### src/design/sbpp_pkg.sv
`timescale 1ns / 1ps
`default_nettype none

package sbpp_pkg;

  // Command codes
  localparam logic [2:0] CMD_WR_DATA = 3'd0;
  localparam logic [2:0] CMD_WR_DIR  = 3'd1;
  localparam logic [2:0] CMD_READ    = 3'd2;
  localparam logic [2:0] CMD_ADVANCE = 3'd3;
  localparam logic [2:0] CMD_STATUS  = 3'd4;

  // Configuration register indexes
  localparam logic [2:0] REG_P0_CONN    = 3'd0;
  localparam logic [2:0] REG_P0_SIX     = 3'd1;
  localparam logic [2:0] REG_P1_CONN    = 3'd2;
  localparam logic [2:0] REG_P1_SIX     = 3'd3;
  localparam logic [2:0] REG_TIMEOUT    = 3'd4;
  localparam logic [2:0] REG_RISE_DELAY = 3'd5;

  localparam int unsigned ADDR_W     = 5;
  localparam int unsigned TIMEOUT_W  = 24;
  localparam int unsigned DELAY_W    = 10;
  // Idle counter saturates one past the largest timeout
  localparam int unsigned ELAPSED_W  = TIMEOUT_W + 1;

  localparam logic [TIMEOUT_W-1:0] TIMEOUT_RST = 24'd80000;
  localparam logic [DELAY_W-1:0]   DELAY_RST   = 10'd172;

  localparam logic [7:0] DIGEST_SEED   = 8'h5A;
  localparam logic [7:0] DIGEST_SELECT = 8'h20;
  localparam logic [7:0] DIGEST_PEND   = 8'h33;
  localparam logic [7:0] PULSE_MULT    = 8'd13;
  localparam logic [3:0] PULSE_MAX     = 4'd8;
  localparam logic [3:0] PULSE_SIX     = 4'd4;

  localparam logic [6:0] PAGE_FULL = 7'h7F;
  localparam logic [6:0] PAGE_ID   = 7'h3F;
  localparam logic [6:0] PAGE_LOW  = 7'h33;

  typedef struct packed {
    logic [2:0]  cmd;
    logic        port_select;
    logic [7:0]  write_value;
    logic [31:0] tick_count;
    logic [11:0] buttons;
  } in_item_t;

  typedef struct packed {
    logic [6:0] port_data;
    logic [7:0] capabilities;
    logic [7:0] digest;
  } out_item_t;

  typedef struct packed {
    logic connected;
    logic six_button;
  } port_cfg_t;

  typedef struct packed {
    logic [TIMEOUT_W-1:0] session_timeout;
    logic [DELAY_W-1:0]   select_rise_delay;
  } timing_cfg_t;

  typedef struct packed {
    logic        wr_data;
    logic        wr_dir;
    logic        rd;
    logic        adv;
    logic        deadline_wraps;
    logic [6:0]  write_value;
    logic [31:0] tick_count;
    logic [11:0] buttons;
  } port_op_t;

  typedef struct packed {
    logic [6:0] port_data;
    logic [7:0] capabilities;
    logic [7:0] digest;
  } port_resp_t;

endpackage

`default_nettype wire

### src/design/sbpp_cfg.sv
`timescale 1ns / 1ps
`default_nettype none

module sbpp_cfg (
  input  wire logic                        clk,
  input  wire logic                        rst_n,
  input  wire logic                        psel,
  input  wire logic                        penable,
  input  wire logic                        pwrite,
  input  wire logic [sbpp_pkg::ADDR_W-1:0] paddr,
  input  wire logic [31:0]                 pwdata,
  output logic [31:0]                      prdata,
  output logic                             pready,
  output sbpp_pkg::port_cfg_t              port0_cfg,
  output sbpp_pkg::port_cfg_t              port1_cfg,
  output sbpp_pkg::timing_cfg_t            timing_cfg
);
  import sbpp_pkg::*;

  logic                 p0_conn_r, p0_six_r, p1_conn_r, p1_six_r;
  logic [TIMEOUT_W-1:0] timeout_r;
  logic [DELAY_W-1:0]   delay_r;
  logic [2:0]           reg_idx;
  logic                 wr_en;

  assign reg_idx = paddr[ADDR_W-1:2];
  assign wr_en   = psel && penable && pwrite;
  assign pready  = 1'b1;

  always_ff @(posedge clk) begin
    if (!rst_n) begin
      p0_conn_r <= 1'b1;
      p0_six_r  <= 1'b1;
      p1_conn_r <= 1'b0;
      p1_six_r  <= 1'b1;
      timeout_r <= TIMEOUT_RST;
      delay_r   <= DELAY_RST;
    end else if (wr_en) begin
      unique case (reg_idx)
        REG_P0_CONN:    p0_conn_r <= pwdata[0];
        REG_P0_SIX:     p0_six_r  <= pwdata[0];
        REG_P1_CONN:    p1_conn_r <= pwdata[0];
        REG_P1_SIX:     p1_six_r  <= pwdata[0];
        REG_TIMEOUT:    timeout_r <= pwdata[TIMEOUT_W-1:0];
        REG_RISE_DELAY: delay_r   <= pwdata[DELAY_W-1:0];
        default: ;
      endcase
    end
  end

  always_comb begin
    unique case (reg_idx)
      REG_P0_CONN:    prdata = {31'd0, p0_conn_r};
      REG_P0_SIX:     prdata = {31'd0, p0_six_r};
      REG_P1_CONN:    prdata = {31'd0, p1_conn_r};
      REG_P1_SIX:     prdata = {31'd0, p1_six_r};
      REG_TIMEOUT:    prdata = {8'd0, timeout_r};
      REG_RISE_DELAY: prdata = {22'd0, delay_r};
      default:        prdata = 32'd0;
    endcase
  end

  assign port0_cfg  = '{connected: p0_conn_r, six_button: p0_six_r};
  assign port1_cfg  = '{connected: p1_conn_r, six_button: p1_six_r};
  assign timing_cfg = '{session_timeout: timeout_r, select_rise_delay: delay_r};

endmodule

`default_nettype wire

### src/design/sbpp_port.sv
`timescale 1ns / 1ps
`default_nettype none

module sbpp_port (
  input  wire logic                  clk,
  input  wire logic                  rst_n,
  input  wire logic                  port_id,
  input  wire sbpp_pkg::port_cfg_t   cfg,
  input  wire sbpp_pkg::timing_cfg_t timing,
  input  wire sbpp_pkg::port_op_t    op,
  output sbpp_pkg::port_resp_t       resp
);
  import sbpp_pkg::*;

  localparam logic [3:0] STEP_EXT = 4'd5;
  localparam logic [3:0] STEP_ID  = 4'd4;

  logic [6:0]           dl_r, dl_nxt;
  logic [6:0]           dir_r, dir_nxt;
  logic                 sel_r, sel_nxt;
  logic [3:0]           pc_r, pc_nxt;
  // Ticks left until select-high shows, and ticks since the last select edge
  logic [DELAY_W-1:0]   rem_r, rem_nxt;
  logic [ELAPSED_W-1:0] elap_r, elap_nxt;

  logic                 conn, six;
  logic [ELAPSED_W-1:0] timeout_ext;
  logic [32:0]          elap_sum;
  logic [ELAPSED_W-1:0] elap_adv;
  logic [DELAY_W-1:0]   rem_adv;
  logic [3:0]           pc_chk, pc_inc;
  logic [6:0]           dl_new, dir_new;
  logic                 drive, next_sel;
  logic [3:0]           step;
  logic [6:0]           page, rd_val;
  logic [7:0]           caps, pc13;

  assign conn        = cfg.connected;
  assign six         = cfg.connected && cfg.six_button;
  assign timeout_ext = {1'b0, timing.session_timeout};

  assign elap_sum = {8'd0, elap_r} + {1'b0, op.tick_count};
  assign elap_adv = (elap_sum[32:TIMEOUT_W] != '0) ? ELAPSED_W'(1) << TIMEOUT_W
                                                    : elap_sum[ELAPSED_W-1:0];
  assign rem_adv  = ({22'd0, rem_r} <= op.tick_count) ? '0
                                                      : rem_r - op.tick_count[DELAY_W-1:0];

  assign pc_chk = (pc_r != '0 && elap_r >= timeout_ext) ? 4'd0 : pc_r;
  assign pc_inc = (pc_r <= 4'd6) ? pc_r + 4'd2 : PULSE_MAX;

  assign dl_new   = op.wr_data ? op.write_value : dl_r;
  assign dir_new  = op.wr_dir ? op.write_value : dir_r;
  assign drive    = dir_new[6] || dir_new == '0;
  assign next_sel = dl_new[6];

  always_comb begin
    dl_nxt   = dl_r;
    dir_nxt  = dir_r;
    sel_nxt  = sel_r;
    pc_nxt   = pc_r;
    rem_nxt  = rem_r;
    elap_nxt = elap_r;
    if (op.wr_data || op.wr_dir) begin
      dl_nxt  = dl_new;
      dir_nxt = dir_new;
      if (drive) begin
        rem_nxt = '0;
        if (six && next_sel && !sel_r) begin
          pc_nxt = pc_inc;
        end
        if (next_sel != sel_r) begin
          elap_nxt = '0;
        end
        sel_nxt = next_sel;
      end else begin
        sel_nxt = 1'b1;
        // Line released while low: select-high shows only after the rise delay, unless the deadline wraps
        if (!sel_r) begin
          rem_nxt = op.deadline_wraps ? '0 : timing.select_rise_delay;
        end
      end
      if (!conn) begin
        pc_nxt  = '0;
        rem_nxt = '0;
      end
    end else if (op.rd) begin
      pc_nxt = pc_chk;
      if (!conn) begin
        pc_nxt  = '0;
        rem_nxt = '0;
      end
    end else if (op.adv) begin
      elap_nxt = elap_adv;
      rem_nxt  = rem_adv;
      if (pc_r != '0 && elap_adv >= timeout_ext) begin
        pc_nxt = '0;
      end
    end
  end

  always_ff @(posedge clk) begin
    if (!rst_n) begin
      dl_r   <= '0;
      dir_r  <= '0;
      sel_r  <= 1'b1;
      pc_r   <= '0;
      rem_r  <= '0;
      elap_r <= '0;
    end else begin
      dl_r   <= dl_nxt;
      dir_r  <= dir_nxt;
      sel_r  <= sel_nxt;
      pc_r   <= pc_nxt;
      rem_r  <= rem_nxt;
      elap_r <= elap_nxt;
    end
  end

  // Pick the button page from select level and pulse count
  always_comb begin
    step = {3'd0, sel_r};
    if (six && pc_chk >= PULSE_SIX) begin
      step = {3'd0, sel_r} | pc_chk;
      if (rem_r != '0) begin
        step[0] = 1'b0;
      end
    end
    case (step)
      STEP_EXT: page = PAGE_FULL & ~{1'b0, op.buttons[6], op.buttons[5], op.buttons[11],
                                     op.buttons[8], op.buttons[9], op.buttons[10]};
      STEP_ID:  page = PAGE_ID & ~{1'b0, op.buttons[7], op.buttons[4], 4'd0};
      default: begin
        if (step[0]) begin
          page = PAGE_FULL & ~{1'b0, op.buttons[6], op.buttons[5], op.buttons[3],
                               op.buttons[2], op.buttons[1], op.buttons[0]};
        end else begin
          page = PAGE_LOW & ~{1'b0, op.buttons[7], op.buttons[4], 2'd0,
                              op.buttons[1], op.buttons[0]};
        end
      end
    endcase
  end

  assign rd_val = conn ? ((page & ~dir_r) | (dl_r & dir_r)) : PAGE_FULL;

  assign caps = {dir_r[5], dir_r[6], port_id, !port_id, dl_r[6], sel_r,
                 pc_r >= PULSE_SIX, conn};
  assign pc13 = {4'd0, pc_r} * PULSE_MULT;

  assign resp.port_data    = rd_val;
  assign resp.capabilities = caps;
  assign resp.digest       = DIGEST_SEED ^ caps ^ {1'b0, dl_r} ^ {dir_r, 1'b0}
                           ^ (sel_r ? DIGEST_SELECT : 8'd0) ^ pc13
                           ^ ((rem_r != '0) ? DIGEST_PEND : 8'd0);

endmodule

`default_nettype wire

### src/design/six_button_pad_port.sv
`timescale 1ns / 1ps
`default_nettype none
// Path: an accepted transaction enters the input register, its result then the result register
// on out_data; commands without a result retire from the input register. Throughput: one
// transaction per cycle unless out_stall holds a result back, set by the single update pass on the port registers.
// Reset (rst_n low, synchronous): pipeline empty, clock and port state cleared, select high,
// configuration registers back to their defaults.

module six_button_pad_port (
  input  wire logic                        clk,
  input  wire logic                        rst_n,
  input  wire logic                        in_valid,
  output logic                             in_stall,
  input  wire sbpp_pkg::in_item_t          in_data,
  output logic                             out_valid,
  input  wire logic                        out_stall,
  output sbpp_pkg::out_item_t              out_data,
  input  wire logic                        psel,
  input  wire logic                        penable,
  input  wire logic                        pwrite,
  input  wire logic [sbpp_pkg::ADDR_W-1:0] paddr,
  input  wire logic [31:0]                 pwdata,
  output logic [31:0]                      prdata,
  output logic                             pready
);
  import sbpp_pkg::*;

  in_item_t    s1_r;
  logic        s1_valid_r, s1_valid_nxt;
  logic        out_valid_r, out_valid_nxt;
  out_item_t   out_r, out_nxt;
  logic [63:0] mclk_r, mclk_nxt;

  port_cfg_t   p0_cfg, p1_cfg;
  timing_cfg_t timing;
  port_op_t    op0, op1;
  port_resp_t  resp0, resp1, resp_sel;

  logic        is_wr_data, is_wr_dir, is_read, is_adv, is_stat;
  logic        produces, s1_go, accept;
  logic [64:0] deadline_sum;

  sbpp_cfg u_cfg (
    .clk        (clk),
    .rst_n      (rst_n),
    .psel       (psel),
    .penable    (penable),
    .pwrite     (pwrite),
    .paddr      (paddr),
    .pwdata     (pwdata),
    .prdata     (prdata),
    .pready     (pready),
    .port0_cfg  (p0_cfg),
    .port1_cfg  (p1_cfg),
    .timing_cfg (timing)
  );

  always_comb begin
    is_wr_data = 1'b0;
    is_wr_dir  = 1'b0;
    is_read    = 1'b0;
    is_adv     = 1'b0;
    is_stat    = 1'b0;
    unique case (s1_r.cmd)
      CMD_WR_DATA: is_wr_data = 1'b1;
      CMD_WR_DIR:  is_wr_dir  = 1'b1;
      CMD_READ:    is_read    = 1'b1;
      CMD_ADVANCE: is_adv     = 1'b1;
      CMD_STATUS:  is_stat    = 1'b1;
      default: ;
    endcase
  end

  assign produces = is_read || is_stat;
  assign s1_go    = s1_valid_r && (!produces || !out_valid_r || !out_stall);
  assign in_stall = s1_valid_r && !s1_go;
  assign accept   = in_valid && !in_stall;

  // Carry out means the select-high deadline wraps past the clock's range
  assign deadline_sum = {1'b0, mclk_r} + {55'd0, timing.select_rise_delay};

  always_comb begin
    op0.wr_data        = s1_go && is_wr_data && !s1_r.port_select;
    op0.wr_dir         = s1_go && is_wr_dir && !s1_r.port_select;
    op0.rd             = s1_go && is_read && !s1_r.port_select;
    op0.adv            = s1_go && is_adv;
    op0.deadline_wraps = deadline_sum[64];
    op0.write_value    = s1_r.write_value[6:0];
    op0.tick_count     = s1_r.tick_count;
    op0.buttons        = s1_r.buttons;
    op1                = op0;
    op1.wr_data        = s1_go && is_wr_data && s1_r.port_select;
    op1.wr_dir         = s1_go && is_wr_dir && s1_r.port_select;
    op1.rd             = s1_go && is_read && s1_r.port_select;
  end

  sbpp_port u_port0 (
    .clk     (clk),
    .rst_n   (rst_n),
    .port_id (1'b0),
    .cfg     (p0_cfg),
    .timing  (timing),
    .op      (op0),
    .resp    (resp0)
  );

  sbpp_port u_port1 (
    .clk     (clk),
    .rst_n   (rst_n),
    .port_id (1'b1),
    .cfg     (p1_cfg),
    .timing  (timing),
    .op      (op1),
    .resp    (resp1)
  );

  assign resp_sel = s1_r.port_select ? resp1 : resp0;

  always_comb begin
    s1_valid_nxt  = s1_valid_r;
    out_valid_nxt = out_valid_r;
    out_nxt       = out_r;
    mclk_nxt      = mclk_r;
    if (s1_go) begin
      s1_valid_nxt = 1'b0;
    end
    if (accept) begin
      s1_valid_nxt = 1'b1;
    end
    if (out_valid_r && !out_stall) begin
      out_valid_nxt = 1'b0;
    end
    if (s1_go && produces) begin
      out_valid_nxt = 1'b1;
      if (is_read) begin
        out_nxt = '{port_data: resp_sel.port_data, capabilities: 8'd0, digest: 8'd0};
      end else begin
        out_nxt = '{port_data: 7'd0, capabilities: resp_sel.capabilities,
                    digest: resp_sel.digest};
      end
    end
    if (s1_go && is_adv) begin
      mclk_nxt = mclk_r + {32'd0, s1_r.tick_count};
    end
  end

  always_ff @(posedge clk) begin
    if (!rst_n) begin
      s1_valid_r  <= 1'b0;
      out_valid_r <= 1'b0;
      mclk_r      <= '0;
    end else begin
      s1_valid_r  <= s1_valid_nxt;
      out_valid_r <= out_valid_nxt;
      mclk_r      <= mclk_nxt;
    end
  end

  // Payload registers: hold while stalled
  always_ff @(posedge clk) begin
    if (accept) begin
      s1_r <= in_data;
    end
    out_r <= out_nxt;
  end

  assign out_valid = out_valid_r;
  assign out_data  = out_r;

endmodule

`default_nettype wire

### config.mk
export PLATFORM = sky130hd
export DESIGN_NAME = six_button_pad_port
export DESIGN_NICKNAME = d
export VERILOG_FILES = /design/src/design/sbpp_pkg.sv /design/src/design/sbpp_cfg.sv /design/src/design/sbpp_port.sv /design/src/design/six_button_pad_port.sv
export SDC_FILE = /design/constraint.sdc
export NUM_CORES = 1
export LEC_CHECK = 0
export BUFFER_PORTS_ARGS = -buffer_cell sky130_fd_sc_hd__buf_2
export CORE_UTILIZATION = 55
export DETAILED_ROUTE_END_ITERATION = 10
export PLACE_DENSITY = 0.72
export SLEW_MARGIN = 20
export SYNTH_ARGS = -nofsm -noshare
export SYNTH_HDL_FRONTEND = slang
export SYNTH_SLANG_ARGS = --single-unit
export TNS_END_PERCENT = 5
### constraint.sdc
create_clock -name clk -period 9.1 [get_ports clk]
set_clock_uncertainty 0.1 [all_clocks]
set_input_delay 1.82 -clock clk [delete_from_list [all_inputs] [get_ports clk]]
set_output_delay 1.82 -clock clk [all_outputs]
set_load 0.1 [all_outputs]
Word level (Yosys, flattened, before mapping)
Index checks and enable logic that the tools add are counted.
{ "totals": {"reg_bits": 290, "output_inout_bits": 58, "word_cells": 264} }
{ "op_classes": {"n_addsub": 8, "multipliers": 2, "n_lt_le_gt_ge": 12, "eq_ne": 29, "n_mux": 80, "bitwise_logic": 26, "n_reduce_logical": 76} }
{ "ops": {"columns": ["operator", "n"], "rows": [
  ["2-to-1 mux 25 bit", 12],
  ["2-to-1 mux 10 bit", 17],
  ["one-hot mux 24 bit (6 select lines)", 1],
  ["greater-or-equal comparator 25 x 24 -> 1 bit", 4],
  ["2-to-1 mux 4 bit", 22],
  ["adder 25 x 32 -> 33 bit", 2],
  ["adder 64 x 10 -> 65 bit", 1],
  ["adder 64 x 32 -> 64 bit", 1],
  ["<= comparator 10 x 32 -> 1 bit", 2],
  ["XOR 8 bit", 8],
  ["2-to-1 mux 7 bit", 8],
  ["logical AND 1 bit", 29],
  ["bitwise AND 7 bit", 4],
  ["one-hot mux 7 bit (2 select lines)", 2],
  ["2-to-1 mux 6 bit", 4],
  ["2-to-1 mux 23 bit", 1],
  ["nonzero test 10 bit", 2],
  ["subtractor 10 bit", 2],
  ["nonzero test 9 bit", 2],
  ["equality test 4 x 3 -> 1 bit (second input constant)", 4],
  ["greater-or-equal comparator 4 x 3 -> 1 bit (second input constant)", 4],
  ["multiplier 4 x 4 -> 8 bit (second input constant)", 2],
  ["AND reduction 2 bit", 8],
  ["AND reduction 4 bit", 4],
  ["other kinds (27)", 87]
]} }

Logic depth before layout (Yosys ltp)
{ "logic_depth": {"word_depth": 16, "depth_mapped": 23} }

Hierarchy
A second synthesis with hierarchy kept.
{ "unflattened": {"cells_unflattened": 2705, "area_unflattened_um2": 22854.4} }
{ "modules_own_cells": {"columns": ["module", "instances", "cells_each", "area_each_um2", "seq_area_each_um2"], "rows": [
  ["six_button_pad_port", 1, 798, 7753.7, 3663.5],
  ["sbpp_port at u_port1", 1, 866, 6794.0, 1081.0],
  ["sbpp_port at u_port0", 1, 823, 6373.6, 1081.0],
  ["sbpp_cfg", 1, 218, 1933.1, 760.7]
]} }

Worst setup path after synthesis
OpenSTA, ideal clock, no wires.
{ "synth_path": {"kind": "input to output", "startpoint": "input port paddr[3] (netlist name)", "endpoint": "output port prdata[10]", "arrival_time_ps": 4546, "required_time_ps": 7180, "path_slack_ps": 2634, "cell_stages": 5, "path_buffers": 3, "cell_sequence": "clkbuf_1 -> nand2b_1 -> clkbuf_1 -> buf_1 -> nor3_1"} }
{ "synth_between": {"elab_chain_cells": 2, "word_cells_on_any_way": 7, "cone_classes": "eq/ne: 5; mux: 1; reduce/logical: 1"} }
{ "synth_rtl": {"columns": ["item", "line", "text"], "rows": [
  ["start: declaration", "six_button_pad_port.sv:21", "input wire logic [sbpp_pkg::ADDR_W-1:0] paddr,"],
  ["equality test 3 bit, or another cell as far along", "sbpp_cfg.sv:52", "unique case (reg_idx)"],
  ["one-hot mux 24 bit (6 select lines) (*)", "sbpp_cfg.sv:52", null],
  ["end: declaration", "six_button_pad_port.sv:23", "output logic [31:0] prdata,"]
]} }
Every way passes the cells marked *; elsewhere a longest branch is shown, timed or not.

Worst setup path after layout
{ "layout_path": {"startpoint": "register s1_r, in the netlist op0[12]", "endpoint": "register u_port0.pc_r[3]"} }
{ "layout_between": {"elab_chain_cells": 7} }
{ "layout_rtl": {"columns": ["item", "line", "text"], "rows": [
  ["start: declaration", "six_button_pad_port.sv:28", "in_item_t s1_r;"],
  ["start signal: assignment", "six_button_pad_port.sv:162", "s1_r <= in_data;"],
  ["adder 25 x 32 -> 33 bit (*)", "sbpp_port.sv:42", "assign elap_sum = {8'd0, elap_r} + {1'b0, op.tick_count};"],
  ["nonzero test 9 bit", "sbpp_port.sv:43", "assign elap_adv = (elap_sum[32:TIMEOUT_W] != '0) ? ELAPSED_W'(1) << TIMEOUT_W"],
  ["2-to-1 mux 25 bit (*)", "sbpp_port.sv:43", null],
  ["greater-or-equal comparator 25 x 24 -> 1 bit (*)", "sbpp_port.sv:95", "if (pc_r != '0 && elap_adv >= timeout_ext) begin"],
  ["logical AND 1 bit (*)", "sbpp_port.sv:95", null],
  ["nonzero test 3 bit (no source line) (*)", null, null],
  ["AND reduction 4 bit (no source line) (*)", null, null],
  ["end signal: assignment", "sbpp_port.sv:113", "pc_r <= pc_nxt;"],
  ["end: declaration", "sbpp_port.sv:21", "logic [3:0] pc_r, pc_nxt;"]
]} }
Marked as above.
A chain may end at the register's enable or synchronous reset.

==> flow_summary_export.csv <==
group,metric,value,unit
pwr,p_per_area,136,mW/mm²
global_route,grt_pass1_vias,18300,
logic_synthesis,ys_types,90,
worst_setup_path,cpMaxStageDelayCell,"a311oi_2",
route,avgRoutedWirePerCell,20.2,µm
worst_setup_path,reg2reg_depth,22,
worst_setup_path,critPathMaxStageDelay,0.56,ns
worst_setup_path,path_delay_family,"compound AO/OA/AOI/OAI gates",
worst_setup_path,crit_type,"flip-flop to flip-flop",
logic_synthesis,synth-edff-count,78,
global_route,grt_pass1_wl,99300,µm
hold_path,hp-class,"flip-flop to flip-flop",
worst_setup_path,reg2reg_slack,2.79,ns
route,ant_nets,0,
floorplan,ioPinCount,158,
global_route,grt.overflow.total,0,
final_layout,final_nets,2957,
timing,tightest_slew,1.27,ns
pwr,p_leak,0.00968,µW
hold_path,min_to,"u_cfg.timeout_r[20]$_SDFFE_PN0P_",
floorplan,core,0.0379,mm²
final_layout,antenna_cells,0,
logic_synthesis,syn_inst,2538,
clock_tree,ctsHtreeMaxLevel,2,
logic_synthesis,yosysTopAreaCell,"dfxtp_1",
logic_synthesis,yosysWarnings,0,
final_layout,drive_above_1_share,0.107,
clock_tree,cts_tree,"built",
hold_path,hold_start,"u_cfg.timeout_r[20]$_SDFFE_PN0P_",
timing,setup_violations,0,
worst_setup_path,crit_path_cell_trace,"ha_1 > inv_1 > fa_1 > nor2b_1 > o31a_1 > o21ai_1 > a31o_2 > a31oi_1 > xor2_1 > a311oi_2 > nand3_4 > nor2_1 > ha_1 > nor2b_1 > o21ai_0 > nand2_1 > a211oi_1 > o21bai_1 > a2111o_1 > a31oi_1 > a41oi_1 > a211oi_1",
worst_setup_path,worst-path-max-fanout,46,
global_route,grt_start_max_net_pins,74,
logic_synthesis,synthFlopType,"dfxtp_1",
timing,finalCritPeriodShare,0.694,
run_status,status,"finished, final reports clean",
timing,relSlewSlack,0.152,
worst_setup_path,path_buf_inv,1,
placed_design,post-dp-hpwl,46800,µm
route,routed_wl,63500,µm
floorplan,rows,71,
route,drc_errors,0,
clock_tree,cts_hold_buf,0,
timing,finalCriticalPeriod,6.31,ns
logic_synthesis,synth-async-reset-ratio,0,
placed_design,dp_worst_setup_slack,2.97,ns
logic_synthesis,synth-seq-cells,290,
floorplan,die_x,199,µm
logic_synthesis,avgSynthCellArea,8.41,µm²
clock_tree,numCtsBuffers,35,
hold_path,whs_path_depth,2,
pwr,power.total,3200,µW
route,vias,19700,
timing,setup_ws,2.79,ns
logic_synthesis,synth_top_area_frac,0.199,
route,first_iter_violations,1583,
placed_design,place.gp.congestion,0.975,
clock_tree,cts_resized,0,
pwr,ir_worst_vdd,0.149,mV
timing,finalHoldViolCount,0,
worst_setup_path,startpoint_type,"flip-flop",
timing,setup_tns,0,ns
worst_setup_path,critPathRequiredTime,9.47,ns
floorplan,start_util,0.563,
logic_synthesis,yosysSeqAreaShare,0.308,
global_route,antenna_found_initial,0,
worst_setup_path,end_kind,"flip-flop",
clock_tree,clk_pin_slew,0.06,ns
clock_tree,post-cts-setup-buffers,0,
route,dr.pass1.iters,5,
timing,fmax,158,MHz
logic_synthesis,netlist_top_cells_area,"dfxtp_1 20%, ha_1 14%, edfxtp_1 11%",
global_route,grt_use_total,0.319,
final_layout,syn_to_final_growth,10.2,%
floorplan,die-area,0.0396,mm²
timing,slew_viol_final,0,
worst_setup_path,r2r-start,"op0[12]$_DFFE_PP_",
timing,rsz0062_at_grt,"no",
clock_tree,clockRootBuffer,"clkbuf_16",
floorplan,die_h,199,µm
placed_design,io_buffers,137,
clock_tree,cts.sinks,290,
clock_tree,worst_skew_pair.late_latency,0.57,ns
logic_synthesis,netlist_area,0.0214,mm²
worst_setup_path,cp.arrival,6.68,ns
clock_tree,clockBufferDepth,3,
worst_setup_path,reg2reg_to,"u_port0.pc_r[3]$_SDFFE_PN0P_",
route,via_per_inst,6.25,
run,max_cap_viol_count,0,
-- flip-flops by register name, summed over array words and instances, names as in the netlist, 7 cells and up --
register and cells:
mclk_r 64, op0 51, u_port0.elap_r 25, u_port1.elap_r 25, u_cfg.timeout_r 24, out_data 23
u_cfg.delay_r 10, u_port0.rem_r 10, u_port1.rem_r 10, u_port0.dir_r 7, u_port0.dl_r 7, u_port1.dir_r 7
u_port1.dl_r 7
-- worst max-delay path by stage --
| stage | startpoint | endpoint | slack [ns] | cells after the start |
|---|---|---|---|---|
| 2_1_floorplan | paddr[3] | prdata[10] | 2.63 | 5 |
| 3_3_place_gp | op0[12]$_DFFE_PP_ | u_port0.pc_r[0]$_SDFFE_PN0P_ | 3.05 | 22 |
| 3_5_place_dp | op0[12]$_DFFE_PP_ | u_port0.pc_r[3]$_SDFFE_PN0P_ | 2.97 | 22 |
| 4_1_cts | op0[12]$_DFFE_PP_ | u_port0.pc_r[3]$_SDFFE_PN0P_ | 2.95 | 22 |
| 5_1_grt | op0[12]$_DFFE_PP_ | u_port0.pc_r[3]$_SDFFE_PN0P_ | 2.48 | 22 |
| 6_report | op0[12]$_DFFE_PP_ | u_port0.pc_r[3]$_SDFFE_PN0P_ | 2.79 | 22 |
-- kinds of logic (layout without fill, tap and decap cells) --
family,after synthesis,after routing,share of synthesized area
multiplexers,43,43,0.0216
AO/OA/AOI/OAI,709,709,0.222
XOR/XNOR,157,157,0.0644
other,2,9,0.000352
flip-flops,290,290,0.308
adder cells (fa/ha/maj),246,246,0.147
buffers and inverters,225,318,0.0441
AND/OR/NAND/NOR,866,866,0.193
-- per-layer routing --
metal	up-vias	track usage	wire, µm
li1	9431	-	-
met1	9364	0.427	28200
met2	717	0.506	28400
met3	167	0.0522	4190
met4	0	0.140	2740
met5	-	0	0
-- cells in the mapped netlist, types with 12 or more instances --
library cell and instances:
o21ai_0 112, and2_1 13, a21oi_1 227, o31ai_2 19, nor4_1 24, nand2b_1 18, nand4_1 47, o21a_1 29
xnor2_1 117, nand3_1 85, xor2_1 40, clkbuf_1 75, and3_1 19, buf_2 22, nor2b_1 32, dfxtp_1 212
ha_1 239, nor3b_1 12, o21bai_1 12, mux2i_1 37, nor3_1 54, a22oi_1 16, a211oi_1 39, a2111oi_0 17
o211ai_1 22, a31oi_1 19, inv_1 101, a21o_1 62, nand2_1 294, edfxtp_1 78, o31ai_1 38, nor2_1 203
or3_1 21
-- cell type report --
| cell class | instances | area (µm²) |
|---|---|---|
| tap | 511 | 639 |
| fill | 3270 | 14400 |
| multi-input combinational | 2030 | 13900 |
| timing repair buffer | 152 | 798 |
| inverter | 102 | 384 |
| sequential | 290 | 6590 |
| clock buffer | 43 | 956 |
| clock inverter | 21 | 235 |
-- stage by stage --
step	hold WS [ns]	cells	cell area (µm²)	utilization
floorplan	0.336	2545	21400	-
global placement	0.343	3085	22300	0.588
detailed placement	0.347	3085	22300	0.589
CTS	0.355	3149	23500	0.620
global route	0.374	3149	23500	0.620
finish	0.353	3149	23500	0.620
-- tightest hold or removal path, cell delays in order, from the launching register on --
cell     delay [ns]
dfxtp_1        0.31
nand2_1        0.05
a21oi_1        0.05
-- power by group --
| group | total, µW | switching [µW] | leakage [µW] | internal, µW |
|---|---|---|---|---|
| Sequential | 1400 | 44.5 | 0.00246 | 1350 |
| Combinational | 357 | 238 | 0.00663 | 119 |
| Clock | 1450 | 602 | 0.000584 | 846 |
-- cell usage in the layout, fill, tap and decap left out, drive strengths merged, types with 9 or more instances in the layout --
cell type | netlist | final
mux2i | 38 | 38
a211oi | 39 | 39
o21bai | 12 | 12
nor3 | 55 | 55
nand2 | 295 | 295
a31oi | 20 | 20
and2 | 14 | 14
nor2 | 203 | 203
conb | 2 | 9
buf | 47 | 152
a2111oi | 18 | 18
o21ai | 117 | 117
inv | 101 | 102
nor4 | 25 | 25
a22oi | 16 | 16
or3 | 21 | 21
o31ai | 57 | 57
nand2b | 18 | 18
o211ai | 23 | 23
and3 | 19 | 19
ha | 239 | 239
clkinv | 1 | 16
dfxtp | 212 | 212
nor3b | 12 | 12
o21a | 29 | 29
nand4 | 47 | 47
nor2b | 32 | 32
edfxtp | 78 | 78
or4 | 11 | 11
clkbuf | 76 | 43
xnor2 | 117 | 117
a21oi | 230 | 230
nand3 | 86 | 86
xor2 | 40 | 40
a211o | 11 | 11
a21o | 62 | 62
(Power assumes the default switching activity.)
